File: config.mk
export PLATFORM = sky130hd
export DESIGN_NAME = pad_event_to_midi_encoder_unit
export DESIGN_NICKNAME = d
export VERILOG_FILES = /design/src/design/pe2m_pkg.sv /design/src/design/pad_event_to_midi_encoder_unit.sv /design/src/design/pe2m_ram.sv /design/src/design/pe2m_decode.sv /design/src/design/pe2m_update.sv /design/src/design/pe2m_serializer.sv
export SDC_FILE = /design/constraint.sdc
export NUM_CORES = 1
export LEC_CHECK = 0
export BUFFER_PORTS_ARGS = -buffer_cell sky130_fd_sc_hd__buf_2
export CAP_MARGIN = 20
export CORE_MARGIN = 2
export CORE_UTILIZATION = 50
export CTS_CLUSTER_DIAMETER = 120
export DETAILED_ROUTE_END_ITERATION = 10
export GPL_ROUTABILITY_DRIVEN = 1
export PLACE_DENSITY = 0.66
export RECOVER_POWER = 50
export SLEW_MARGIN = 40
export SYNTH_ARGS = -nofsm -noshare
export SYNTH_HDL_FRONTEND = slang
export SYNTH_HIERARCHICAL = 1
export SYNTH_SLANG_ARGS = --single-unit
File: constraint.sdc
create_clock -name clk_i -period 15.85 [get_ports clk_i]
set_input_delay 0.7925 -clock clk_i [delete_from_list [all_inputs] [get_ports clk_i]]
set_output_delay 0.7925 -clock clk_i [all_outputs]
set_load 0.01 [all_outputs]
File: src/design/pe2m_pkg.sv
// shared types, constants and note tables for the pad event to midi encoder
package pe2m_pkg;

  // event counts and flag store size
  localparam int PadCount    = 48;
  localparam int ButtonCount = 4;
  localparam int NoteSlots   = 128;
  localparam int HoneyCount  = 48;

  // flag store: pad notes in the lower half, button notes in the upper half
  localparam int FlagWidth = 2;
  localparam int FlagDepth = 2 * NoteSlots;
  localparam int FlagAddrW = $clog2(FlagDepth);

  // event function codes
  localparam logic [2:0] FuncPad    = 3'd0;
  localparam logic [2:0] FuncPadVel = 3'd1;
  localparam logic [2:0] FuncBtn    = 3'd2;
  localparam logic [2:0] FuncBtnVel = 3'd3;
  localparam logic [2:0] FuncSlider = 3'd4;

  // pad layout codes
  localparam logic [1:0] LayoutPiano     = 2'd0;
  localparam logic [1:0] LayoutChromatic = 2'd1;
  localparam logic [1:0] LayoutHoneycomb = 2'd2;

  // configuration register indexes
  localparam logic [2:0] CfgUseVelocity    = 3'd0;
  localparam logic [2:0] CfgPadLayout      = 3'd1;
  localparam logic [2:0] CfgBasePadNote    = 3'd2;
  localparam logic [2:0] CfgBaseButtonNote = 3'd3;
  localparam logic [2:0] CfgPadChannel     = 3'd4;
  localparam logic [2:0] CfgButtonChannel  = 3'd5;
  localparam logic [2:0] CfgSliderZero     = 3'd6;
  localparam logic [2:0] CfgSliderOne      = 3'd7;

  // midi status nibbles and fixed values
  localparam logic [3:0] StatusNoteOff = 4'h8;
  localparam logic [3:0] StatusNoteOn  = 4'h9;
  localparam logic [3:0] StatusCtrl    = 4'hB;
  localparam logic [7:0] GateVelocity  = 8'd100;
  localparam logic [15:0] SliderIdle   = 16'hFFFF;
  localparam logic [11:0] SliderRound  = 12'd2048;

  // piano offsets within one block of 16 pads: {no note, semitone offset}
  localparam logic [4:0] PianoOffset [16] = '{
    5'd0, 5'd2, 5'd4, 5'd5, 5'd7, 5'd9, 5'd11, 5'd12,
    5'd1, 5'd3, 5'h10, 5'd6, 5'd8, 5'd10, 5'h10, 5'h10
  };

  // honeycomb note table, entries past the last pad are never used
  localparam logic [6:0] HoneyNote [64] = '{
    7'd32, 7'd35, 7'd38, 7'd53, 7'd56, 7'd59, 7'd62, 7'd77,
    7'd40, 7'd43, 7'd46, 7'd61, 7'd64, 7'd67, 7'd70, 7'd85,
    7'd24, 7'd36, 7'd39, 7'd54, 7'd57, 7'd60, 7'd75, 7'd78,
    7'd41, 7'd44, 7'd47, 7'd62, 7'd65, 7'd68, 7'd71, 7'd86,
    7'd34, 7'd37, 7'd52, 7'd55, 7'd58, 7'd73, 7'd76, 7'd79,
    7'd42, 7'd45, 7'd48, 7'd63, 7'd66, 7'd69, 7'd72, 7'd87,
    7'd0, 7'd0, 7'd0, 7'd0, 7'd0, 7'd0, 7'd0, 7'd0,
    7'd0, 7'd0, 7'd0, 7'd0, 7'd0, 7'd0, 7'd0, 7'd0
  };

  typedef enum logic [1:0] {
    KindPad,
    KindBtn,
    KindSlider
  } kind_e;

  typedef struct packed {
    logic [2:0]  func;
    logic [5:0]  event_id;
    logic [15:0] value;
  } in_item_t;

  typedef struct packed {
    logic [7:0] midi_byte;
    logic       led_update;
    logic       led_is_button;
    logic [5:0] led_index;
    logic       led_on;
    logic       last;
  } out_item_t;

  typedef struct packed {
    logic        use_velocity;
    logic [1:0]  pad_layout;
    logic [6:0]  base_pad_note;
    logic [6:0]  base_button_note;
    logic [3:0]  pad_channel;
    logic [3:0]  button_channel;
    logic [10:0] slider_zero_route;
    logic [10:0] slider_one_route;
  } cfg_t;

  // decoded event headed for the flag stage
  typedef struct packed {
    logic        vld;
    kind_e       kind;
    logic [6:0]  note;
    logic [5:0]  id;
    logic [15:0] value;
    logic [10:0] route;
  } dec_t;

  // one full three byte message
  typedef struct packed {
    logic [7:0] b0;
    logic [7:0] b1;
    logic [7:0] b2;
    logic       led_update;
    logic       led_is_button;
    logic [5:0] led_index;
    logic       led_on;
  } msg_t;

  // flag store write port
  typedef struct packed {
    logic                 we;
    logic [FlagAddrW-1:0] addr;
    logic [FlagWidth-1:0] data;
  } flag_wr_t;

endpackage

File: src/design/pad_event_to_midi_encoder_unit.sv
// top level of the pad, button and slider event to midi byte encoder
//
//  channel  direction  handshake              beat
//  in       input      in_valid_i / in_stall_o    one controller event
//  out      output     out_valid_o / out_stall_i  one midi byte with led info
//  cfg      input      cfg_valid_i / cfg_ready_o  one register write
//
// an event is decoded on entry and its note flags are read from a 256 x 2 ram;
// the next cycle the flag stage forwards the last write and, as it advances,
// writes the shifted flags back and hands any three byte message to the output
// buffer, which sends one byte a cycle while out_stall_i is low; the serializer
// sets the event rate. after reset a sweep clears the flag ram while in_stall_o
// stays high. a stalled output holds the buffer, the flag stage, then the input.
module pad_event_to_midi_encoder_unit (
  input  logic                clk_i,
  input  logic                rst_ni,
  input  logic                in_valid_i,
  output logic                in_stall_o,
  input  pe2m_pkg::in_item_t  in_data_i,
  output logic                out_valid_o,
  input  logic                out_stall_i,
  output pe2m_pkg::out_item_t out_data_o,
  input  logic                cfg_valid_i,
  output logic                cfg_ready_o,
  input  logic [2:0]          cfg_index_i,
  input  logic [10:0]         cfg_data_i
);
  import pe2m_pkg::*;

  cfg_t                 cfg_q;
  dec_t                 dec;
  logic                 take;
  logic                 s1_free;
  logic                 clearing;
  logic                 buf_free;
  logic                 msg_vld;
  msg_t                 msg;
  flag_wr_t             wr;
  logic [FlagWidth-1:0] rdata;

  assign cfg_ready_o = 1'b1;

  // configuration registers
  always_ff @(posedge clk_i or negedge rst_ni) begin
    if (!rst_ni) begin
      cfg_q <= '{
        use_velocity:      1'b0,
        pad_layout:        LayoutChromatic,
        base_pad_note:     7'd36,
        base_button_note:  7'd0,
        pad_channel:       4'd0,
        button_channel:    4'd0,
        slider_zero_route: 11'd0,
        slider_one_route:  11'd0
      };
    end else if (cfg_valid_i) begin
      unique case (cfg_index_i)
        CfgUseVelocity:    cfg_q.use_velocity      <= cfg_data_i[0];
        CfgPadLayout:      cfg_q.pad_layout        <= cfg_data_i[1:0];
        CfgBasePadNote:    cfg_q.base_pad_note     <= cfg_data_i[6:0];
        CfgBaseButtonNote: cfg_q.base_button_note  <= cfg_data_i[6:0];
        CfgPadChannel:     cfg_q.pad_channel       <= cfg_data_i[3:0];
        CfgButtonChannel:  cfg_q.button_channel    <= cfg_data_i[3:0];
        CfgSliderZero:     cfg_q.slider_zero_route <= cfg_data_i;
        CfgSliderOne:      cfg_q.slider_one_route  <= cfg_data_i;
        default: ;
      endcase
    end
  end

  assign in_stall_o = clearing || !s1_free;
  assign take       = in_valid_i && !in_stall_o;

  pe2m_decode u_decode (
    .item_i (in_data_i),
    .cfg_i  (cfg_q),
    .dec_o  (dec)
  );

  // flag store, read issued as the event is taken
  pe2m_ram #(
    .Width (FlagWidth),
    .Depth (FlagDepth)
  ) u_flag_ram (
    .clk_i   (clk_i),
    .we_i    (wr.we),
    .waddr_i (wr.addr),
    .wdata_i (wr.data),
    .re_i    (take),
    .raddr_i ({dec.kind == KindBtn, dec.note}),
    .rdata_o (rdata)
  );

  pe2m_update u_update (
    .clk_i      (clk_i),
    .rst_ni     (rst_ni),
    .dec_i      (dec),
    .take_i     (take),
    .cfg_i      (cfg_q),
    .rdata_i    (rdata),
    .buf_free_i (buf_free),
    .free_o     (s1_free),
    .clearing_o (clearing),
    .msg_vld_o  (msg_vld),
    .msg_o      (msg),
    .wr_o       (wr)
  );

  pe2m_serializer u_serializer (
    .clk_i       (clk_i),
    .rst_ni      (rst_ni),
    .load_i      (msg_vld && buf_free),
    .msg_i       (msg),
    .free_o      (buf_free),
    .out_valid_o (out_valid_o),
    .out_stall_i (out_stall_i),
    .out_data_o  (out_data_o)
  );

endmodule

File: src/design/pe2m_ram.sv
// generic single write port ram with registered read
module pe2m_ram #(
  parameter int Width = 2,
  parameter int Depth = 256
) (
  input  logic                     clk_i,
  input  logic                     we_i,
  input  logic [$clog2(Depth)-1:0] waddr_i,
  input  logic [Width-1:0]         wdata_i,
  input  logic                     re_i,
  input  logic [$clog2(Depth)-1:0] raddr_i,
  output logic [Width-1:0]         rdata_o
);

  logic [Width-1:0] mem_q [Depth];
  logic [Width-1:0] rdata_q;

  // write port
  always_ff @(posedge clk_i) begin
    if (we_i) begin
      mem_q[waddr_i] <= wdata_i;
    end
  end

  // read port, returns old data on a same address write
  always_ff @(posedge clk_i) begin
    if (re_i) begin
      rdata_q <= mem_q[raddr_i];
    end
  end

  assign rdata_o = rdata_q;

endmodule

File: src/design/pe2m_decode.sv
// event decode: note mapping, range checks and slider route selection
module pe2m_decode (
  input  pe2m_pkg::in_item_t item_i,
  input  pe2m_pkg::cfg_t     cfg_i,
  output pe2m_pkg::dec_t     dec_o
);
  import pe2m_pkg::*;

  logic [7:0] pad_note;
  logic       pad_hit;
  logic [4:0] piano_off;
  logic [7:0] btn_note;
  logic       pad_in_range;
  logic       btn_in_range;
  logic       pad_mode_ok;
  logic       btn_mode_ok;

  assign piano_off = PianoOffset[item_i.event_id[3:0]];

  // pad index to note by layout
  always_comb begin
    pad_note = '0;
    pad_hit  = 1'b0;
    unique case (cfg_i.pad_layout)
      LayoutChromatic: begin
        pad_note = {1'b0, cfg_i.base_pad_note} + {2'b00, item_i.event_id};
        pad_hit  = 1'b1;
      end
      LayoutPiano: begin
        pad_note = {1'b0, cfg_i.base_pad_note}
                 + {3'b000, item_i.event_id[5:4], 3'b000}
                 + {4'b0000, item_i.event_id[5:4], 2'b00}
                 + {4'b0000, piano_off[3:0]};
        pad_hit  = !piano_off[4];
      end
      LayoutHoneycomb: begin
        pad_note = {1'b0, HoneyNote[item_i.event_id]};
        pad_hit  = {1'b0, item_i.event_id} < 7'(HoneyCount);
      end
      default: begin
        pad_note = '0;
        pad_hit  = 1'b0;
      end
    endcase
  end

  assign btn_note     = {1'b0, cfg_i.base_button_note} + {2'b00, item_i.event_id};
  assign pad_in_range = {1'b0, item_i.event_id} < 7'(PadCount);
  assign btn_in_range = {1'b0, item_i.event_id} < 7'(ButtonCount);
  assign pad_mode_ok  = (item_i.func == FuncPadVel) == cfg_i.use_velocity;
  assign btn_mode_ok  = (item_i.func == FuncBtnVel) == cfg_i.use_velocity;

  // event classification
  always_comb begin
    dec_o       = '0;
    dec_o.id    = item_i.event_id;
    dec_o.value = item_i.value;
    dec_o.route = item_i.event_id[0] ? cfg_i.slider_one_route : cfg_i.slider_zero_route;
    unique case (item_i.func) inside
      FuncPad, FuncPadVel: begin
        dec_o.kind = KindPad;
        dec_o.note = pad_note[6:0];
        dec_o.vld  = pad_mode_ok && pad_in_range && pad_hit && !pad_note[7];
      end
      FuncBtn, FuncBtnVel: begin
        dec_o.kind = KindBtn;
        dec_o.note = btn_note[6:0];
        dec_o.vld  = btn_mode_ok && btn_in_range && !btn_note[7];
      end
      FuncSlider: begin
        dec_o.kind = KindSlider;
        dec_o.vld  = (item_i.event_id[5:1] == 5'd0) && (item_i.value != SliderIdle);
      end
      default: begin
        dec_o.vld = 1'b0;
      end
    endcase
  end

endmodule

File: src/design/pe2m_update.sv
// flag stage: read data forwarding, flag write back, message build, store clearing
module pe2m_update (
  input  logic                                 clk_i,
  input  logic                                 rst_ni,
  input  pe2m_pkg::dec_t                       dec_i,
  input  logic                                 take_i,
  input  pe2m_pkg::cfg_t                       cfg_i,
  input  logic [pe2m_pkg::FlagWidth-1:0]       rdata_i,
  input  logic                                 buf_free_i,
  output logic                                 free_o,
  output logic                                 clearing_o,
  output logic                                 msg_vld_o,
  output pe2m_pkg::msg_t                       msg_o,
  output pe2m_pkg::flag_wr_t                   wr_o
);
  import pe2m_pkg::*;

  logic                 s1_vld_q, s1_vld_d;
  dec_t                 s1_q;
  logic                 wt_vld_q;
  logic [FlagAddrW-1:0] wt_addr_q;
  logic [FlagWidth-1:0] wt_data_q;
  logic [FlagAddrW:0]   clr_cnt_q;

  logic [FlagAddrW-1:0] addr;
  logic [FlagWidth-1:0] flags;
  logic                 is_note;
  logic                 nz;
  logic                 send;
  logic                 adv;
  logic [3:0]           channel;
  logic [23:0]          slider_sum;
  logic [6:0]           cc;
  logic [6:0]           vel;

  assign clearing_o = !clr_cnt_q[FlagAddrW];

  // clearing sweep over the flag store after reset
  always_ff @(posedge clk_i or negedge rst_ni) begin
    if (!rst_ni) begin
      clr_cnt_q <= '0;
    end else if (clearing_o) begin
      clr_cnt_q <= clr_cnt_q + 1'b1;
    end
  end

  assign addr    = {s1_q.kind == KindBtn, s1_q.note};
  assign is_note = s1_q.kind != KindSlider;
  assign nz      = |s1_q.value;
  assign channel = (s1_q.kind == KindBtn) ? cfg_i.button_channel : cfg_i.pad_channel;

  // forward the most recent write when it hit this entry
  assign flags = (wt_vld_q && wt_addr_q == addr) ? wt_data_q : rdata_i;

  // slider scaling: value * 127 divided by 4096, rounded to nearest, saturated at 127
  assign slider_sum = {1'b0, s1_q.value, 7'd0} - {8'd0, s1_q.value} + {12'd0, SliderRound};
  assign cc  = (|slider_sum[23:19]) ? 7'd127 : slider_sum[18:12];
  assign vel = (|s1_q.value[15:7]) ? 7'd127 : s1_q.value[6:0];

  // message build
  always_comb begin
    msg_o = '0;
    send  = 1'b0;
    if (!is_note) begin
      send     = 1'b1;
      msg_o.b0 = {StatusCtrl, s1_q.route[10:7]};
      msg_o.b1 = {1'b0, s1_q.route[6:0]};
      msg_o.b2 = {1'b0, cc};
    end else begin
      msg_o.b1            = {1'b0, s1_q.note};
      msg_o.led_update    = 1'b1;
      msg_o.led_is_button = s1_q.kind == KindBtn;
      msg_o.led_index     = s1_q.id;
      if (cfg_i.use_velocity) begin
        send         = 1'b1;
        msg_o.b0     = {StatusNoteOn, channel};
        msg_o.b2     = {1'b0, vel};
        msg_o.led_on = nz;
      end else if (!flags[1] && nz) begin
        send         = 1'b1;
        msg_o.b0     = {StatusNoteOn, channel};
        msg_o.b2     = GateVelocity;
        msg_o.led_on = 1'b1;
      end else if (!nz) begin
        send         = 1'b1;
        msg_o.b0     = {StatusNoteOff, channel};
        msg_o.b2     = 8'd0;
        msg_o.led_on = 1'b0;
      end
    end
  end

  assign adv       = s1_vld_q && (!send || buf_free_i);
  assign free_o    = !s1_vld_q || adv;
  assign msg_vld_o = s1_vld_q && send;

  // flag store write: sweep first, then shifted flags of each note event
  always_comb begin
    wr_o = '0;
    if (clearing_o) begin
      wr_o.we   = 1'b1;
      wr_o.addr = clr_cnt_q[FlagAddrW-1:0];
      wr_o.data = '0;
    end else begin
      wr_o.we   = adv && is_note;
      wr_o.addr = addr;
      wr_o.data = {flags[0], nz};
    end
  end

  // stage valid
  always_comb begin
    s1_vld_d = s1_vld_q;
    if (take_i) begin
      s1_vld_d = dec_i.vld;
    end else if (adv) begin
      s1_vld_d = 1'b0;
    end
  end

  always_ff @(posedge clk_i or negedge rst_ni) begin
    if (!rst_ni) begin
      s1_vld_q <= 1'b0;
      wt_vld_q <= 1'b0;
    end else begin
      s1_vld_q <= s1_vld_d;
      if (wr_o.we) begin
        wt_vld_q <= 1'b1;
      end
    end
  end

  // stage payload and last write tracker
  always_ff @(posedge clk_i) begin
    if (take_i) begin
      s1_q <= dec_i;
    end
    if (wr_o.we) begin
      wt_addr_q <= wr_o.addr;
      wt_data_q <= wr_o.data;
    end
  end

endmodule

File: src/design/pe2m_serializer.sv
// output buffer that sends one message as three byte beats
module pe2m_serializer (
  input  logic                clk_i,
  input  logic                rst_ni,
  input  logic                load_i,
  input  pe2m_pkg::msg_t      msg_i,
  output logic                free_o,
  output logic                out_valid_o,
  input  logic                out_stall_i,
  output pe2m_pkg::out_item_t out_data_o
);
  import pe2m_pkg::*;

  localparam logic [1:0] ByteStatus = 2'd0;
  localparam logic [1:0] ByteNote   = 2'd1;
  localparam logic [1:0] ByteLast   = 2'd2;

  logic       vld_q;
  logic [1:0] idx_q;
  msg_t       msg_q;

  assign free_o      = !vld_q || (idx_q == ByteLast && !out_stall_i);
  assign out_valid_o = vld_q;

  // byte select
  always_comb begin
    out_data_o = '0;
    unique case (idx_q)
      ByteStatus: out_data_o.midi_byte = msg_q.b0;
      ByteNote:   out_data_o.midi_byte = msg_q.b1;
      ByteLast: begin
        out_data_o.midi_byte     = msg_q.b2;
        out_data_o.led_update    = msg_q.led_update;
        out_data_o.led_is_button = msg_q.led_update & msg_q.led_is_button;
        out_data_o.led_index     = msg_q.led_update ? msg_q.led_index : 6'd0;
        out_data_o.led_on        = msg_q.led_update & msg_q.led_on;
        out_data_o.last          = 1'b1;
      end
      default: out_data_o = '0;
    endcase
  end

  // beat counter
  always_ff @(posedge clk_i or negedge rst_ni) begin
    if (!rst_ni) begin
      vld_q <= 1'b0;
      idx_q <= ByteStatus;
    end else if (load_i) begin
      vld_q <= 1'b1;
      idx_q <= ByteStatus;
    end else if (vld_q && !out_stall_i) begin
      if (idx_q == ByteLast) begin
        vld_q <= 1'b0;
      end else begin
        idx_q <= idx_q + 1'b1;
      end
    end
  end

  always_ff @(posedge clk_i) begin
    if (load_i) begin
      msg_q <= msg_i;
    end
  end

endmodule
* Word-level counts from Yosys, hierarchy flattened
Memories as Yosys holds them, arrays and structs flattened. A register that Yosys moved wholly into a read port is not among the register bits. Cells that the tools add are included.
Cells by class: reduce and logical (&&, ||, !) cells 55, $lt $le $gt $ge 4, equal/unequal tests 23, bitwise operators 5, multiplexer cells 42, add/sub/neg operators 9
Operators by type and width (number):
- 8-bit one-hot mux with 3 select lines | 2
- 7-bit two-way mux | 5
- 24-bit by 12-bit adder with 24-bit output, second input constant | 1
- 23-bit by 16-bit subtractor with 24-bit output | 1
- 11-bit two-way mux | 2
- 20-bit two-way mux | 1
- 2-bit AND reduction | 10
- 6-bit two-way mux | 3
- 9-bit two-way mux | 2
- 7-bit by 6-bit adder with 8-bit output | 2
- 8-bit by 4-bit adder with 8-bit output | 2
- 8-bit two-way mux | 2
- 16-bit inequality test, second input constant | 1
- 16-bit OR reduction | 1
- 3-bit == test, second input constant | 5
- 1-bit logical AND | 15
- 7-bit one-hot mux with 2 select lines | 1
- 1-bit two-way mux | 13
- 3-bit by 2-bit == test with 1-bit output, second input constant | 4
- 1-bit logical NOT | 11
- 10-bit two-way mux | 1
- 5-bit two-way mux | 2
- 9-bit by 1-bit adder with 9-bit output, second input constant | 1
- 9-bit OR reduction | 1
- 29 further kinds | 49
Word-level totals: memory bits (writable) 512, output and inout bits 21, logic and storage cells 172, register bits after elaboration 146, memory bits (read-only) 528, memories 3
Memories:
- u_flag_ram.mem_q | depth 256, width 2, read ports 1, clocked after Yosys merged registers in 1, write ports 1, line pe2m_ram.sv:15 | logic [Width-1:0] mem_q [Depth];
- (name not given) | depth 64, width 7, read ports 1, clocked after Yosys merged registers in 0, write ports 0, line pe2m_decode.sv:37 | pad_note = {1'b0, HoneyNote[item_i.event_id]};
- (name not given) | depth 16, width 5, read ports 1, clocked after Yosys merged registers in 0, write ports 0, line pe2m_decode.sv:18 | assign piano_off = PianoOffset[item_i.event_id[3:0]];

* Longest topological paths before layout
Gate-level depths: netlist of the first run.
depth after elaboration 18, mapped depth 22, depth with buffers taken out 20

* By module
Netlist of the first run, hierarchy kept.
Modules (own cells, without submodules):
- pe2m_ram | instances 1, cells each 1242, area each 21401.8 µm²
- pe2m_update | instances 1, cells each 335, area each 3872.5 µm²
- pe2m_decode | instances 1, cells each 263, area each 1994.4 µm²
- pad_event_to_midi_encoder_unit | instances 1, cells each 114, area each 1900.6 µm²
- pe2m_serializer | instances 1, cells each 83, area each 1406.3 µm²

* Least setup slack after synthesis of the first run
No wires, ideal clock.
kind register -> register, from register u_update/s1_q[40] (netlist bit), to memory u_flag_ram.mem_q[0][1], data pin, path buffers 1, data required time 14.457 ns, cell stages (with the launch flop) 7, arrival time 7.036 ns, setup slack 7.421 ns, period minus slack after synthesis 8.429 ns, cells stage by stage edfxtp_1 -> nor2b_1 -> buf_2 -> xor2_1 -> nor3_2 -> mux2i_1 -> nor2_1
RTL lines:
- start: declaration | line pe2m_update.sv:19 | dec_t s1_q;
- start signal: assignment | line pe2m_update.sv:136 | s1_q <= dec_i;
- end: declaration | line pe2m_ram.sv:15

==> results.cfg, run 1 <==
[status]
status = finished with violations
violations = capacitance limit, slew limit

[synthesis]
synth_area_per_cell_um2 = 15.0
yosysWarnings = 6
ys_ff_latch = 660
synth.yosys.seq_area_share_pct = 63.8
syn-cell-area_um2 = 30600
synth-edff-count = 599
synth_top_area_cell = edfxtp_1
synthFlopType = edfxtp_1
synthArstFlopShare_pct = 9.24
synth_top_area_share_pct = 58.8
yosys-top-cells-count = edfxtp_1, nor2_1, mux4_2
synthCells = 2037
yosysUniqueCellTypes = 109
yosysMostFrequentCell = edfxtp_1
synthTopCellsByArea = edfxtp_1, mux4_2, dfrtp_1, nor2_1, ha_1

[grt]
use_met2_pct = 38.1
grt_pass1_wl_um = 110000
grt-ovfl-total = 0
grt_use_met3_pct = 4.59
grt_max_degree = 125
use_met1_pct = 30.7
first_global_vias = 18200
busiest_layer = met2
grtUsageTotal_pct = 23.3
antenna_found_initial = 0

[timing]
finalMaxSlewViolations = 615
fin_tns_setup_ns = 0
setup_violations = 0
rsz0062_at_grt = false
period_minus_slack_ns = 9.34
worst_slew_pin_slew_ns = 5.35
hold_viol = 0
min_period_over_period_pct = 58.9
fin_skew_ns = 0.0244
fmax_ghz = 0.107
relSlewSlack_pct = -257

[power_and_ir_drop]
combPwrFrac_pct = 13.4
power.leakage_nw = 11.9
intPower_w = 0.00300
swShare_pct = 25.0
power_frac_clock_pct = 38.2
seq_power_share_pct = 48.5
powerDensity_nw_per_um2 = 120
switchingPower_w = 0.000999
irDropWorstVdd_mv = 0.0902

[route]
dr.pass1.iters = 5
wl_per_cell_um = 25.2
viasPerCell = 6.17
drt_iter0_drc = 1742
drtAntennaViolNets = 0
vias = 17900
drc = 0
wirelength_um = 72800

[die]
die_area_um2 = 63100
ios = 65
core-area_um2 = 60400
start_util_pct = 50.7
rows = 90
dieHeight_um = 251
die_w_um = 251

[place]
dpl.hpwl_um = 46500
io_buffers = 63
gp_congestion = 0.883
dp_cells = 2772

[finish]
drive_gt1_share_pct = 14.7
syn2layout_area_growth_pct = 8.97
insertedDiodeCount = 0
nNetsFinal = 2184
stdcell_count = 2893

[clock_tree]
htree_levels = 3
cts.repair.resized = 0
clk_latency_ns = 0.60
cts_sinks = 660
numCtsBuffers = 69
hold_buffers = 0
cts-root-buf = clkbuf_16
cts.path.max_buffers = 3
cts_setup_buffers = 0
clk_pin_slew_worst_paths_ns = 0.06
cts_tree = yes

[worst_hold_path]
hold_depth = 1
hp-class = input port to flop

[worst_setup_path]
reg2reg_depth = 12
path_max_fanout = 66
critPathKind = input port to flop
endpoint_kind = flop
start_kind = input port
required_ns = 16.17
crit_arrival_ns = 9.66

[job]
maxCapViolCount = 9
[cell type report]
type / count / area, µm²
Timing Repair Buffer: 98 / 542
Clock inverter: 29 / 229
Fill cell: 4801 / 27000
Clock buffer: 90 / 1900
Inverter: 45 / 169
Multi-Input combinational cell: 1189 / 9980
Sequential cell: 660 / 19500
Tap cell: 782 / 978
[cells by family (layout without fill, tap and decap cells)]
| kind of cell | Yosys count | in the layout | share of synthesized area, % |
|---|---|---|---|
| buf+inv | 190 | 262 | 3.72 |
| mux | 253 | 253 | 13.1 |
| compound gates | 269 | 269 | 6.53 |
| simple gates | 552 | 552 | 8.46 |
| flops | 660 | 660 | 63.8 |
| fa+ha+maj | 77 | 77 | 3.30 |
| xor+xnor | 34 | 34 | 0.998 |
| other cells | 2 | 4 | 0.0246 |
[critical path, stage by stage]
cell and delay [ns]:
clkbuf_1 0.79, ha_1 0.32, nor2_1 0.07, nand2_1 0.11
o21ai_0 0.11, ha_1 0.32, o21ai_0 0.14, o21ai_4 0.34
clkbuf_1 3.77, buf_4 1.09, mux4_1 0.72, a22o_1 0.24
a2111oi_2 0.32, o31ai_1 0.16, o22ai_1 0.20, a211oi_2 0.06
[cell usage in the layout (no fill, tap or decap), types with 10 or more instances in the layout]
cell type and instances:
mux2i_1 75, nand2_1 80, clkinv_1 10, buf_2 29, nor2_1 295, nand4_1 21, xnor2_1 23, nor2b_1 18
inv_1 41, o31ai_1 10, mux4_1 20, o21ai_0 43, mux2_2 31, clkinv_2 10, buf_4 22, nand2b_1 15
ha_1 71, edfxtp_1 599, a211oi_1 16, a31oi_1 11, clkbuf_16 72, a21o_1 14, a21oi_1 33, a222oi_1 10
mux4_2 82, nand3_1 33, clkbuf_1 59, nor3_1 15, xor2_1 10, dfrtp_1 58, o221ai_1 20, mux2_1 44
[power by group through the flow]
stage                     registers [W]  logic, W  clock network, W
final                           0.00194  0.000535           0.00153
after global routing            0.00194  0.000577           0.00162
after CTS                       0.00194  0.000538           0.00156
after detailed placement        0.00197  0.000535                 0
after global placement          0.00197  0.000523                 0
after floorplan                 0.00196  0.000412                 0
[state kept, by name, indices dropped and copies added, names as in the netlist]
name	flops
u_update/wt_addr_q	8
u_serializer/idx_q	2
u_update/s1_vld_q	1
u_update/s1_q	35
u_serializer/out_valid_o	1
u_update/wt_vld_q	1
u_serializer/msg_q	33
u_update/addr	7
u_flag_ram/mem_q	512
u_update/wt_data_q	2
cfg_q	47
u_flag_ram/rdata_o	2
u_update/clr_cnt_q	9
[worst paths after layout]
path,start,end,slack [ns]
worst max-delay path,in_data_i[16],u_flag_ram/rdata_o[0],6.51
worst min-delay path,in_data_i[8],u_update/s1_q[19],0.38
worst max register to register,cfg_q[45],u_flag_ram/rdata_o[0],7.12
worst min register to register,u_update/wt_vld_q,u_update/wt_vld_q,0.47
max in group asynchronous,rst_ni,u_update/clr_cnt_q[4],12.49
min in group asynchronous,rst_ni,cfg_q[20],1.43
[metrics by stage]
step	total power, W	util, %	instance area [µm²]	worst slack, ns	hold slack (ns)
after floorplan	0.00237	-	30600	7.42	0.433
after global placement	0.00250	51.7	31200	8.96	0.447
after detailed placement	0.00251	51.9	31300	8.81	0.452
after CTS	0.00403	55.4	33500	9.41	0.347
after global routing	0.00414	55.2	33300	5.66	0.355
final	0.00400	55.2	33300	6.51	0.383
[layer usage]
metal / share of wire (%) / vias to the layer above / routed length (µm)
li1: - / 7899 / -
met1: 40 / 9074 / 29300
met2: 48 / 703 / 35300
met3: 7.1 / 181 / 5200
met4: 4.2 / 0 / 3020
met5: 0 / - / 0
No activity file was read; power rests on OpenSTA's default activity.
==> run 2: changes to the inputs <==
ABC_AREA = 1   (was not set)
clock period = 9.21 ns   (was 15.85 ns; I/O delays follow)
==> results.cfg, run 2 <==
[status]
status = finished with violations
violations = capacitance limit, slew limit

[worst_setup_path]
timing.rr.end = u_flag_ram/mem_q[1][1]
r2r_start = u_update/s1_q[41]
timing.critical_path.cells = inv_1 > nand2_1 > xnor2_1 > nand3b_1 > nor2_1 > o21ai_0 > nor2_1 > clkbuf_1
cpPeakStageDelay_ns = 2.98
crit_arrival_ns = 6.39
cp_slowest_cell = clkbuf_1
endpoint_kind = flop
crit_buf_inv = 2
reg2reg_depth = 8
critical_path.top_delay_family = buffers and inverters
start_kind = flop
path_max_fanout = 94
required_ns = 9.01
critPathKind = flop to flop
crit_top_cell = nor2_1
r2r_setup_slack_ns = 2.62

[die]
rows = 92
core-area_um2 = 63200
dieHeight_um = 257
ios = 65
die_area_um2 = 66000
die_w_um = 257
start_util_pct = 50.6

[worst_hold_path]
hp-class = input port to flop
hold_depth = 1
hp-start = in_data_i[4]
hold_end = u_update/s1_q[15]

[clock_tree]
cts_sinks = 660
cts_setup_buffers = 0
cts_tree = yes
numCtsBuffers = 70
cts-root-buf = clkbuf_16
clk_pin_slew_worst_paths_ns = 0.06
htree_levels = 3
clk_latency_ns = 0.63
cts.path.max_buffers = 3

[synthesis]
synth.yosys.seq_area_share_pct = 61.0
synth_top_area_cell = edfxtp_1
syn-cell-area_um2 = 32000
synthCells = 3344
yosysWarnings = 6
yosys-top-cells-count = nand2_1, edfxtp_1, nand3_1
ys_ff_latch = 660
synth_top_area_share_pct = 56.2
synthFlopType = edfxtp_1
synth-edff-count = 599
synthTopCellsByArea = edfxtp_1, nand2_1, nand3_1, dfrtp_1, nor2_1
synth_area_per_cell_um2 = 9.57
synthArstFlopShare_pct = 9.24
yosysMostFrequentCell = nand2_1
yosysUniqueCellTypes = 46

[place]
place_ws_ns = 3.76
io_buffers = 63
dpl.hpwl_um = 50700
placed_area_um2 = 32600
gp_congestion = 0.920

[finish]
nNetsFinal = 3437
final_cell_mix = nand2_1, edfxtp_1, nand3_1, nor2_1, inv_1
drive_gt1_share_pct = 6.35
top_regs = u_flag_ram/mem_q (512), cfg_q (47), u_update/s1_q (35)
insertedDiodeCount = 0
fin_area_um2 = 34700
largest_reg_flops = 512
regMostFlops = u_flag_ram/mem_q
syn2layout_area_growth_pct = 8.59
final_common_cell = nand2_1

[timing]
rsz0062_at_grt = false
setup_violations = 0
fin_skew_ns = 0.0210
fmax_ghz = 0.152
finalMaxSlewViolations = 390
worst_slew_pin_slew_ns = 5.00
period_minus_slack_ns = 6.59
relSlewSlack_pct = -233
min_period_over_period_pct = 71.5
fin_tns_setup_ns = 0
hold_viol = 0
fin_ws_ns = 2.62

[power_and_ir_drop]
powerDensity_nw_per_um2 = 209
irDropWorstVdd_mv = 0.131
power.leakage_nw = 13.9

[grt]
grt-ovfl-total = 0
grt_pass1_wl_um = 129000
first_global_vias = 23200
grt_max_degree = 141
grtUsageTotal_pct = 24.9
antenna_found_initial = 0

[route]
viasPerCell = 5.61
drtAntennaViolNets = 0
drc = 0
dr.pass1.iters = 6
wl_per_cell_um = 19.4
vias = 23700
drt_iter0_drc = 2708
wirelength_um = 81800

[job]
maxCapViolCount = 7
## run 2: changes by cell type in the layout (fill, tap and decap cells not counted), sizes merged, moves of 18 or more
cell and delta:
nor2b -20, a211oi -18, xnor2 -20, mux2 -76, nand3 +547, mux2i -75, mux4 -102, o221ai -20
inv +171, nand2 +976, nor2 +105
## run 2: stage by stage
step | cells | utilization (%) | power [W] | hold slack, ns
5_1_grt | 4218 | 55.0 | 0.00753 | 0.0322
3_5_place_dp | 4088 | 51.5 | 0.00450 | 0.460
6_report | 4218 | 55.0 | 0.00724 | 0.0420
2_1_floorplan | 3346 | - | 0.00421 | 0.165
3_3_place_gp | 4085 | 51.3 | 0.00447 | 0.455
4_1_cts | 4216 | 55.1 | 0.00728 | 0.0127
## run 2: worst register-to-register path, cell delays in order (launching register included)
cell and delay [ns]:
edfxtp_1 0.35, inv_1 0.09, nand2_1 0.17, xnor2_1 0.18, nand3b_1 0.20, nor2_1 0.17
o21ai_0 0.13, nor2_1 1.39, clkbuf_1 2.99
## run 2: cell type report
type                       count  area (µm²)
inverter                     213         812
fill                        5512       28500
clock inverter                40         379
clock buffer                  88        1910
multi-input combinational   2284       10600
tap                          846        1060
sequential                   660       19500
timing repair buffer          87         485
## run 2: logic make-up (layout without fill, tap and decap cells)
family | after synthesis | after routing | synth area share, %
simple gates | 2078 | 2078 | 27.4
flops | 660 | 660 | 61.0
buf+inv | 402 | 428 | 6.12
compound gates | 110 | 110 | 1.85
fa+ha+maj | 77 | 77 | 3.15
xor+xnor | 15 | 15 | 0.411
other cells | 2 | 4 | 0.0235
## run 2: worst max-delay path by stage
stage | to | start | slack, ns | depth (start not counted)
after floorplan | u_flag_ram/mem_q[0][1] | u_update/clr_cnt_q[8] | 0.91 | 4
after global placement | u_flag_ram/rdata_o[0] | in_data_i[16] | 3.48 | 23
after detailed placement | u_flag_ram/rdata_o[0] | in_data_i[16] | 3.76 | 21
after CTS | u_flag_ram/rdata_o[0] | in_data_i[16] | 4.42 | 21
after global routing | u_flag_ram/mem_q[1][1] | u_update/s1_q[41] | 2.00 | 8
final | u_flag_ram/mem_q[1][1] | u_update/s1_q[41] | 2.62 | 8
## run 2: routing by layer
metal	global-route usage (%)	up-vias	routed length (µm)
li1	-	11100	-
met1	34.7	11500	35100
met2	40.0	910	38100
met3	2.77	138	5800
met4	9.95	0	2800
met5	0	-	0
## run 2: timing repair
| action | CTS | global route |
|---|---|---|
| endpoints found under the hold margin | 0 | 10 |
| hold buffers | 0 | 1 |
| resized for setup | 0 | 0 |
| endpoints found under the setup margin | 0 | 0 |
## run 2: power by group
part           leakage, nW  internal [W]  switching, W  total (W)
Clock                 1.11       0.00163       0.00117    0.00280
Combinational         5.75      0.000330      0.000795    0.00112
Sequential            7.07       0.00328     0.0000442    0.00332
Total                 13.9       0.00524       0.00200    0.00724
